## src/sv/fecs_pkg.sv

```systemverilog
// ----------------------------------------------------------------------------
// fecs_pkg: shared types and constants of the fire effect cell store
// Holds the request codes, level constants, the 37-entry colour palette and
// the command and status bundles that join the controller and the datapath.
// ----------------------------------------------------------------------------
package fecs_pkg;

    localparam int CELL_W  = 16;
    localparam int LEVEL_W = 6;
    localparam int OP_W    = 2;
    localparam int DECAY_W = 2;
    localparam int COLOUR_W = 8;

    // Request codes; the unused code behaves as a read.
    localparam logic [OP_W-1:0] OP_SPREAD = 2'd0;
    localparam logic [OP_W-1:0] OP_IGNITE = 2'd1;
    localparam logic [OP_W-1:0] OP_READ   = 2'd2;

    localparam logic [LEVEL_W-1:0] START_LEVEL = 6'd20;
    localparam logic [LEVEL_W-1:0] TOP_LEVEL   = 6'd36;
    localparam logic [DECAY_W-1:0] DECAY_MAX   = 2'd2;

    typedef struct packed {
        logic [COLOUR_W-1:0] red;
        logic [COLOUR_W-1:0] green;
        logic [COLOUR_W-1:0] blue;
    } rgb_t;

    typedef struct packed {
        logic clear_wr;
        logic load;
        logic finish;
    } ctrl_cmd_t;

    typedef struct packed {
        logic clr_last;
        logic out_free;
    } ctrl_status_t;

    // Fire palette, dark grey through red and yellow to white.
    function automatic rgb_t palette_lookup(input logic [LEVEL_W-1:0] level);
        rgb_t c;
        case (level)
            6'd0:    c = '{8'd7,   8'd7,   8'd7};
            6'd1:    c = '{8'd31,  8'd7,   8'd7};
            6'd2:    c = '{8'd47,  8'd15,  8'd7};
            6'd3:    c = '{8'd71,  8'd15,  8'd7};
            6'd4:    c = '{8'd87,  8'd23,  8'd7};
            6'd5:    c = '{8'd103, 8'd31,  8'd7};
            6'd6:    c = '{8'd119, 8'd31,  8'd7};
            6'd7:    c = '{8'd143, 8'd39,  8'd7};
            6'd8:    c = '{8'd159, 8'd47,  8'd7};
            6'd9:    c = '{8'd175, 8'd63,  8'd7};
            6'd10:   c = '{8'd191, 8'd71,  8'd7};
            6'd11:   c = '{8'd199, 8'd71,  8'd7};
            6'd12:   c = '{8'd223, 8'd79,  8'd7};
            6'd13:   c = '{8'd223, 8'd87,  8'd7};
            6'd14:   c = '{8'd223, 8'd87,  8'd7};
            6'd15:   c = '{8'd215, 8'd95,  8'd7};
            6'd16:   c = '{8'd215, 8'd95,  8'd7};
            6'd17:   c = '{8'd215, 8'd103, 8'd15};
            6'd18:   c = '{8'd207, 8'd111, 8'd15};
            6'd19:   c = '{8'd207, 8'd119, 8'd15};
            6'd20:   c = '{8'd207, 8'd127, 8'd15};
            6'd21:   c = '{8'd207, 8'd135, 8'd23};
            6'd22:   c = '{8'd199, 8'd135, 8'd23};
            6'd23:   c = '{8'd199, 8'd143, 8'd23};
            6'd24:   c = '{8'd199, 8'd151, 8'd31};
            6'd25:   c = '{8'd191, 8'd159, 8'd31};
            6'd26:   c = '{8'd191, 8'd159, 8'd31};
            6'd27:   c = '{8'd191, 8'd167, 8'd39};
            6'd28:   c = '{8'd191, 8'd167, 8'd39};
            6'd29:   c = '{8'd191, 8'd175, 8'd47};
            6'd30:   c = '{8'd183, 8'd175, 8'd47};
            6'd31:   c = '{8'd183, 8'd183, 8'd47};
            6'd32:   c = '{8'd183, 8'd183, 8'd55};
            6'd33:   c = '{8'd207, 8'd207, 8'd111};
            6'd34:   c = '{8'd223, 8'd223, 8'd159};
            6'd35:   c = '{8'd239, 8'd239, 8'd199};
            default: c = '{8'd255, 8'd255, 8'd255};
        endcase
        return c;
    endfunction

endpackage

```

## src/sv/fecs_ctrl.sv

```systemverilog
// ----------------------------------------------------------------------------
// fecs_ctrl: sequencing state machine of the fire effect cell store
// Runs the clearing pass after reset, then takes one request at a time and
// resolves it once the memory read has returned and the output is free.
// ----------------------------------------------------------------------------
module fecs_ctrl (
    input  logic                   clk,
    input  logic                   rst_n,
    input  logic                   in_valid,
    output logic                   in_ready,
    input  fecs_pkg::ctrl_status_t status,
    output fecs_pkg::ctrl_cmd_t    cmd
);

    typedef enum logic [2:0] {
        ST_CLEAR   = 3'b001,
        ST_IDLE    = 3'b010,
        ST_RESOLVE = 3'b100
    } state_t;

    state_t state_reg;
    state_t state_next;

    always_comb
    begin
        state_next   = state_reg;
        in_ready     = 1'b0;
        cmd.clear_wr = 1'b0;
        cmd.load     = 1'b0;
        cmd.finish   = 1'b0;
        case (state_reg)
            ST_CLEAR:
            begin
                cmd.clear_wr = 1'b1;
                if (status.clr_last)
                begin
                    state_next = ST_IDLE;
                end
            end
            ST_IDLE:
            begin
                in_ready = 1'b1;
                if (in_valid)
                begin
                    cmd.load   = 1'b1;
                    state_next = ST_RESOLVE;
                end
            end
            ST_RESOLVE:
            begin
                if (status.out_free)
                begin
                    cmd.finish = 1'b1;
                    state_next = ST_IDLE;
                end
            end
            default:
            begin
                state_next = ST_CLEAR;
            end
        endcase
    end

    always_ff @(posedge clk or negedge rst_n)
    begin
        if (!rst_n)
        begin
            state_reg <= ST_CLEAR;
        end
        else
        begin
            state_reg <= state_next;
        end
    end

    // A request that is taken is resolved in the very next cycle or held there.
    a_load_then_resolve: assert property (@(posedge clk) disable iff (!rst_n)
        cmd.load |=> (state_reg == ST_RESOLVE))
        else $error("accepted request did not move to resolve");

    // The clearing pass and request handling never overlap.
    a_no_clear_with_request: assert property (@(posedge clk) disable iff (!rst_n)
        cmd.clear_wr |-> (!cmd.load && !cmd.finish))
        else $error("clearing write issued alongside a request");

endmodule

```

## config.mk

```make
export PLATFORM = sky130hd
export DESIGN_NAME = fecs_ctrl
export DESIGN_NICKNAME = d
export VERILOG_FILES = /design/src/sv/fecs_pkg.sv /design/src/sv/fecs_ctrl.sv
export SDC_FILE = /design/constraint.sdc
export NUM_CORES = 1
export LEC_CHECK = 0
export ABC_CLOCK_PERIOD_IN_PS = 2980
export BUFFER_PORTS_ARGS = -buffer_cell sky130_fd_sc_hd__buf_4
export CORE_AREA = 3 3 40 42
export DETAILED_ROUTE_END_ITERATION = 7
export DIE_AREA = 0 0 43 45
export GPL_TIMING_DRIVEN = 0
export HOLD_SLACK_MARGIN = 0.06
export SYNTH_ARGS = -nofsm -noshare
export SYNTH_HDL_FRONTEND = slang
export SYNTH_SLANG_ARGS = --single-unit
```

## constraint.sdc

```tcl
create_clock -name clk -period 2.98 [get_ports clk]
set_clock_uncertainty 0.1 [all_clocks]
set_input_delay 0 -clock clk [delete_from_list [all_inputs] [get_ports clk]]
set_output_delay 0 -clock clk [all_outputs]
set_load 0.01 [all_outputs]
```

Word-level counts from Yosys, hierarchy flattened. Cells that the tools add are included.

Register bits: 3. Bits of input ports: 5. Output and inout bits: 4. Word-level logic and storage cells: 18.

Equality and inequality tests: 6. Mux-type cells: 10. Reductions and logical operators: 1.

Operators with widths (number): 2-to-1 mux 3 bit (3); one-hot mux 3 bit (3 select lines) (1); 2-to-1 mux 1 bit (6); != test 2 bit, second input constant (3); equality test 3 x 1 -> 1 bit, second input constant (1); equality test 3 x 2 -> 1 bit, second input constant (1); equality test 3 bit, second input constant (1); AND reduction 3 bit (1).

Depth between registers and ports, before layout.
Depth after elaboration: 3. Gate-level depth with buffers: 3. Gate-level depth less buffers: 2.

Least setup slack after synthesis. No wires, ideal clock.

Path kind: register -> register. Start: register state_reg[0]. End: register state_reg[1]. Setup time: 0.124 ns. Data arrival time: 1.038 ns. Data required time: 2.756 ns. Setup slack: 1.718 ns. Cell stages (with the launch flop): 3. Path buffers: 0. Period minus slack after synthesis: 1.262 ns. Path through: dfstp_2 -> and4bb_2 -> a211o_1.

Cells in the longest elaborated chain, start to end: 3. Elaborated cells on any way between the ends: 8. Those cells by class: eq/ne: 6; mux: 1; reduce/logical: 1.

Ends and longest elaborated chain: start, declared (RTL line fecs_ctrl.sv:21) `state_t state_reg;`; start signal, assigned (RTL line fecs_ctrl.sv:72) `state_reg <= state_next;`; equality test 3 x 1 -> 1 bit (tied with other cells) (RTL line fecs_ctrl.sv:31) `case (state_reg)`; != test 2 bit (no source line); AND reduction 3 bit (no source line).

Several ways; a longest one is shown, not always the timed one. A chain may end at the register's enable or synchronous reset.

Final worst setup path.
Start: register state_reg[1]. End: register state_reg[2].

The elaborated chain is that of the path after synthesis.

==> run_results.csv <==
group,metric,value,unit
status,status,"finished clean",
setup_path,required,3.05,ns
pwr,vdd_drop_max,0.291,mV
floorplan,rows,13,
setup_path,cp_max_fo,9,
cells_and_area,nNetsFinal,41,
sta,finalHoldViolCount,0,
setup_path,crit_chain,"or3b_1, a21oi_1, dlygate4sd3_1",
cts,tritoncts,"done",
setup_path,worstReg2RegEnd,"state_reg[2]",
cts,clk_pin_slew_worst_paths,0.04,ns
global_route,grt_pass1_vias,193,
synth,yosysSeqAreaShare,0.407,
drt,drtIter0Drc,5,
synth,synthFlopType,"dfrtp_1",
sta,period_needed,1.69,ns
global_route,track_usage,0.0484,
job,cap_violations,0,
placed_design,dpl_cell_area,267,sq um
drt,routed_wl,452,microns
cells_and_area,drive_above_1_share,0.400,
min_path,min_delay_path_depth,3,
cts,cts_setup_buffers,0,
sta,finalMaxSlewViolations,0,
cts,cts_htree_levels,1,
synth,synthCells,18,
cts,numCtsBuffers,3,
placed_design,place.gp.congestion,0.706,
global_route,grt_pass1_wl,676,microns
synth,syn_area,188,sq um
global_route,grt_max_degree,10,
sta,rsz0062_at_grt,"no",
global_route,antenna_found_initial,0,
cells_and_area,largest_register_ffs,3,
synth,netlist_top_cells_area,"dfrtp_1 27%, dfstp_2 14%, nor3b_1 8.0%",
cells_and_area,synthToLayoutAreaGrowth,82.7,%
sta,fmax,591,MHz
cells_and_area,final_cells,50,
min_path,hp-class,"in2reg",
synth,synth_area_per_cell,10.4,sq um
cts,cts.sinks,3,
setup_path,cpMaxStageDelayCell,"dlygate4sd3_1",
setup_path,worstPathArrival,1.76,ns
floorplan,floorplan.die.width,43,microns
sta,slew_headroom,0.838,
cts,hold_buffers,5,
placed_design,numPlacedInstances,41,
sta,finalSetupViolations,0,
synth,synth_async_sr_flop_share,1.00,
drt,vias_per_cell,4.08,
synth,syn-num-nets,23,
floorplan,die_h,45,microns
setup_path,reg2reg_depth,3,
sta,holdWs,0.109,ns
floorplan,core,1280,sq um
sta,tightest_slew,0.239,ns
synth,synth_edf_count,0,
drt,via_count,204,
pwr,powerDensity,759,nW/um^2
cells_and_area,utilization,0.267,
floorplan,die_area,1940,sq um
cells_and_area,fillers,141,
cells_and_area,postLayoutCellArea,343,sq um
floorplan,initial_utilization,0.146,
setup_path,r2r-start,"state_reg[1]",
global_route,grt_overflow_total,0,
floorplan,ios,9,
synth,yosysWarnings,0,
min_path,hold_end,"state_reg[1]",
sta,tns,0,ns
cts,clkLatencyLatePin,0.23,ns
setup_path,crit_family,"buffers and inverters",
cells_and_area,n_antenna_cell,0,
synth,synth_common_cells,"2 x dfrtp_1, 2 x nor3b_1",
setup_path,crit_type,"reg2reg",
setup_path,slowest_delay,0.55,ns
drt,wl_per_cell,9.04,microns
cts,cts-root-buf,"clkbuf_4",
drt,ant_nets,0,
setup_path,endpoint_kind,"register",
drt,drc,0,
setup_path,critical_path_buf_inv_count,1,
cts,ctsResizeCount,0,
drt,dr.pass1.iters,4,
synth,synth_top_area_cell,"dfrtp_1",
synth,synth.top_cell.area_share,0.267,
placed_design,io_buffers,8,
setup_path,cp-start-kind,"register",
pwr,power.leakage,0.155,nW
synth,yosysUniqueCellTypes,16,
synth,ys_ff_latch,3,
min_path,hold_path_startpoint,"in_valid",
sta,post-route-period-util,0.567,
setup_path,reg2reg_slack,1.29,ns
cts,clockBufferDepth,2,
==> report_power, final <==
part           internal [mW]  leakage (nW)  switching [mW]
Clock                 0.0502        0.0150          0.0208
Sequential            0.0617        0.0371          0.0252
Combinational         0.0648         0.103          0.0378
==> cell families (layout without fill, tap and decap cells) <==
logic type | after synthesis | after routing | synth area share
AOI/OAI and AO/OA | 4 | 4 | 0.140
buffers and inverters | 2 | 19 | 0.0600
DFF | 3 | 3 | 0.407
and+or+nand+nor | 9 | 9 | 0.393
==> metrics by stage <==
step | setup WS, ns | power, mW
after global placement | 1.69 | 0.182
after floorplan | 1.72 | 0.140
final | 1.29 | 0.260
after detailed placement | 1.70 | 0.181
after global routing | 1.25 | 0.278
after CTS | 1.28 | 0.264
==> tightest hold or removal path, delay by kind of cell <==
family	cells	cell delay (ns)
AO/OA/AOI/OAI	1	0.26
buffers and inverters	1	0.09
AND/OR/NAND/NOR	1	0.04
==> final cells by class <==
| type | instances | area (sq um) | area share |
|---|---|---|---|
| Clock buffer | 4 | 26.3 | 0.0766 |
| Multi-Input combinational cell | 13 | 100 | 0.292 |
| Buffer | 1 | 7.51 | 0.0219 |
| Tap cell | 15 | 18.8 | 0.0547 |
| Inverter | 1 | 3.75 | 0.0109 |
| Sequential cell | 3 | 76.3 | 0.223 |
| Timing Repair Buffer | 13 | 110 | 0.321 |
==> worst max-delay path by stage <==
stage,slack (ns),end,cells after the start,from
floorplan,1.72,state_reg[1],2,state_reg[0]
global placement,1.69,state_reg[1],2,state_reg[0]
detailed placement,1.70,state_reg[1],2,state_reg[0]
CTS,1.28,state_reg[2],3,state_reg[1]
global route,1.25,state_reg[2],3,state_reg[1]
finish,1.29,state_reg[2],3,state_reg[1]
==> per-layer routing <==
| layer | share of wire | track usage | wire, microns | vias up |
|---|---|---|---|---|
| li1 | - | - | - | 101 |
| met1 | 0.49 | 0.0510 | 221 | 98 |
| met2 | 0.46 | 0.0749 | 208 | 5 |
| met3 | 0.049 | 0.0120 | 22 | 0 |
| met4 | 0 | 0.0542 | 0 | 0 |
| met5 | 0 | 0 | 0 | - |
==> placed cells by master (no fill, tap or decap) <==
cell	netlist	routed
buf_4	1	9
dlygate4sd3_1	0	5
clkbuf_4	0	3
nor3b_1	2	2
dfrtp_1	2	2
and2_1	1	1
and4bb_2	1	1
inv_1	1	1
and3b_1	1	1
nor4b_1	1	1
a211o_1	1	1
nor2b_1	1	1
o21ai_0	1	1
o31ai_1	1	1
nand3b_1	1	1
or3b_1	1	1
a21oi_1	1	1
clkbuf_1	0	1
dfstp_2	1	1
Power figures use the tool's default switching activity.
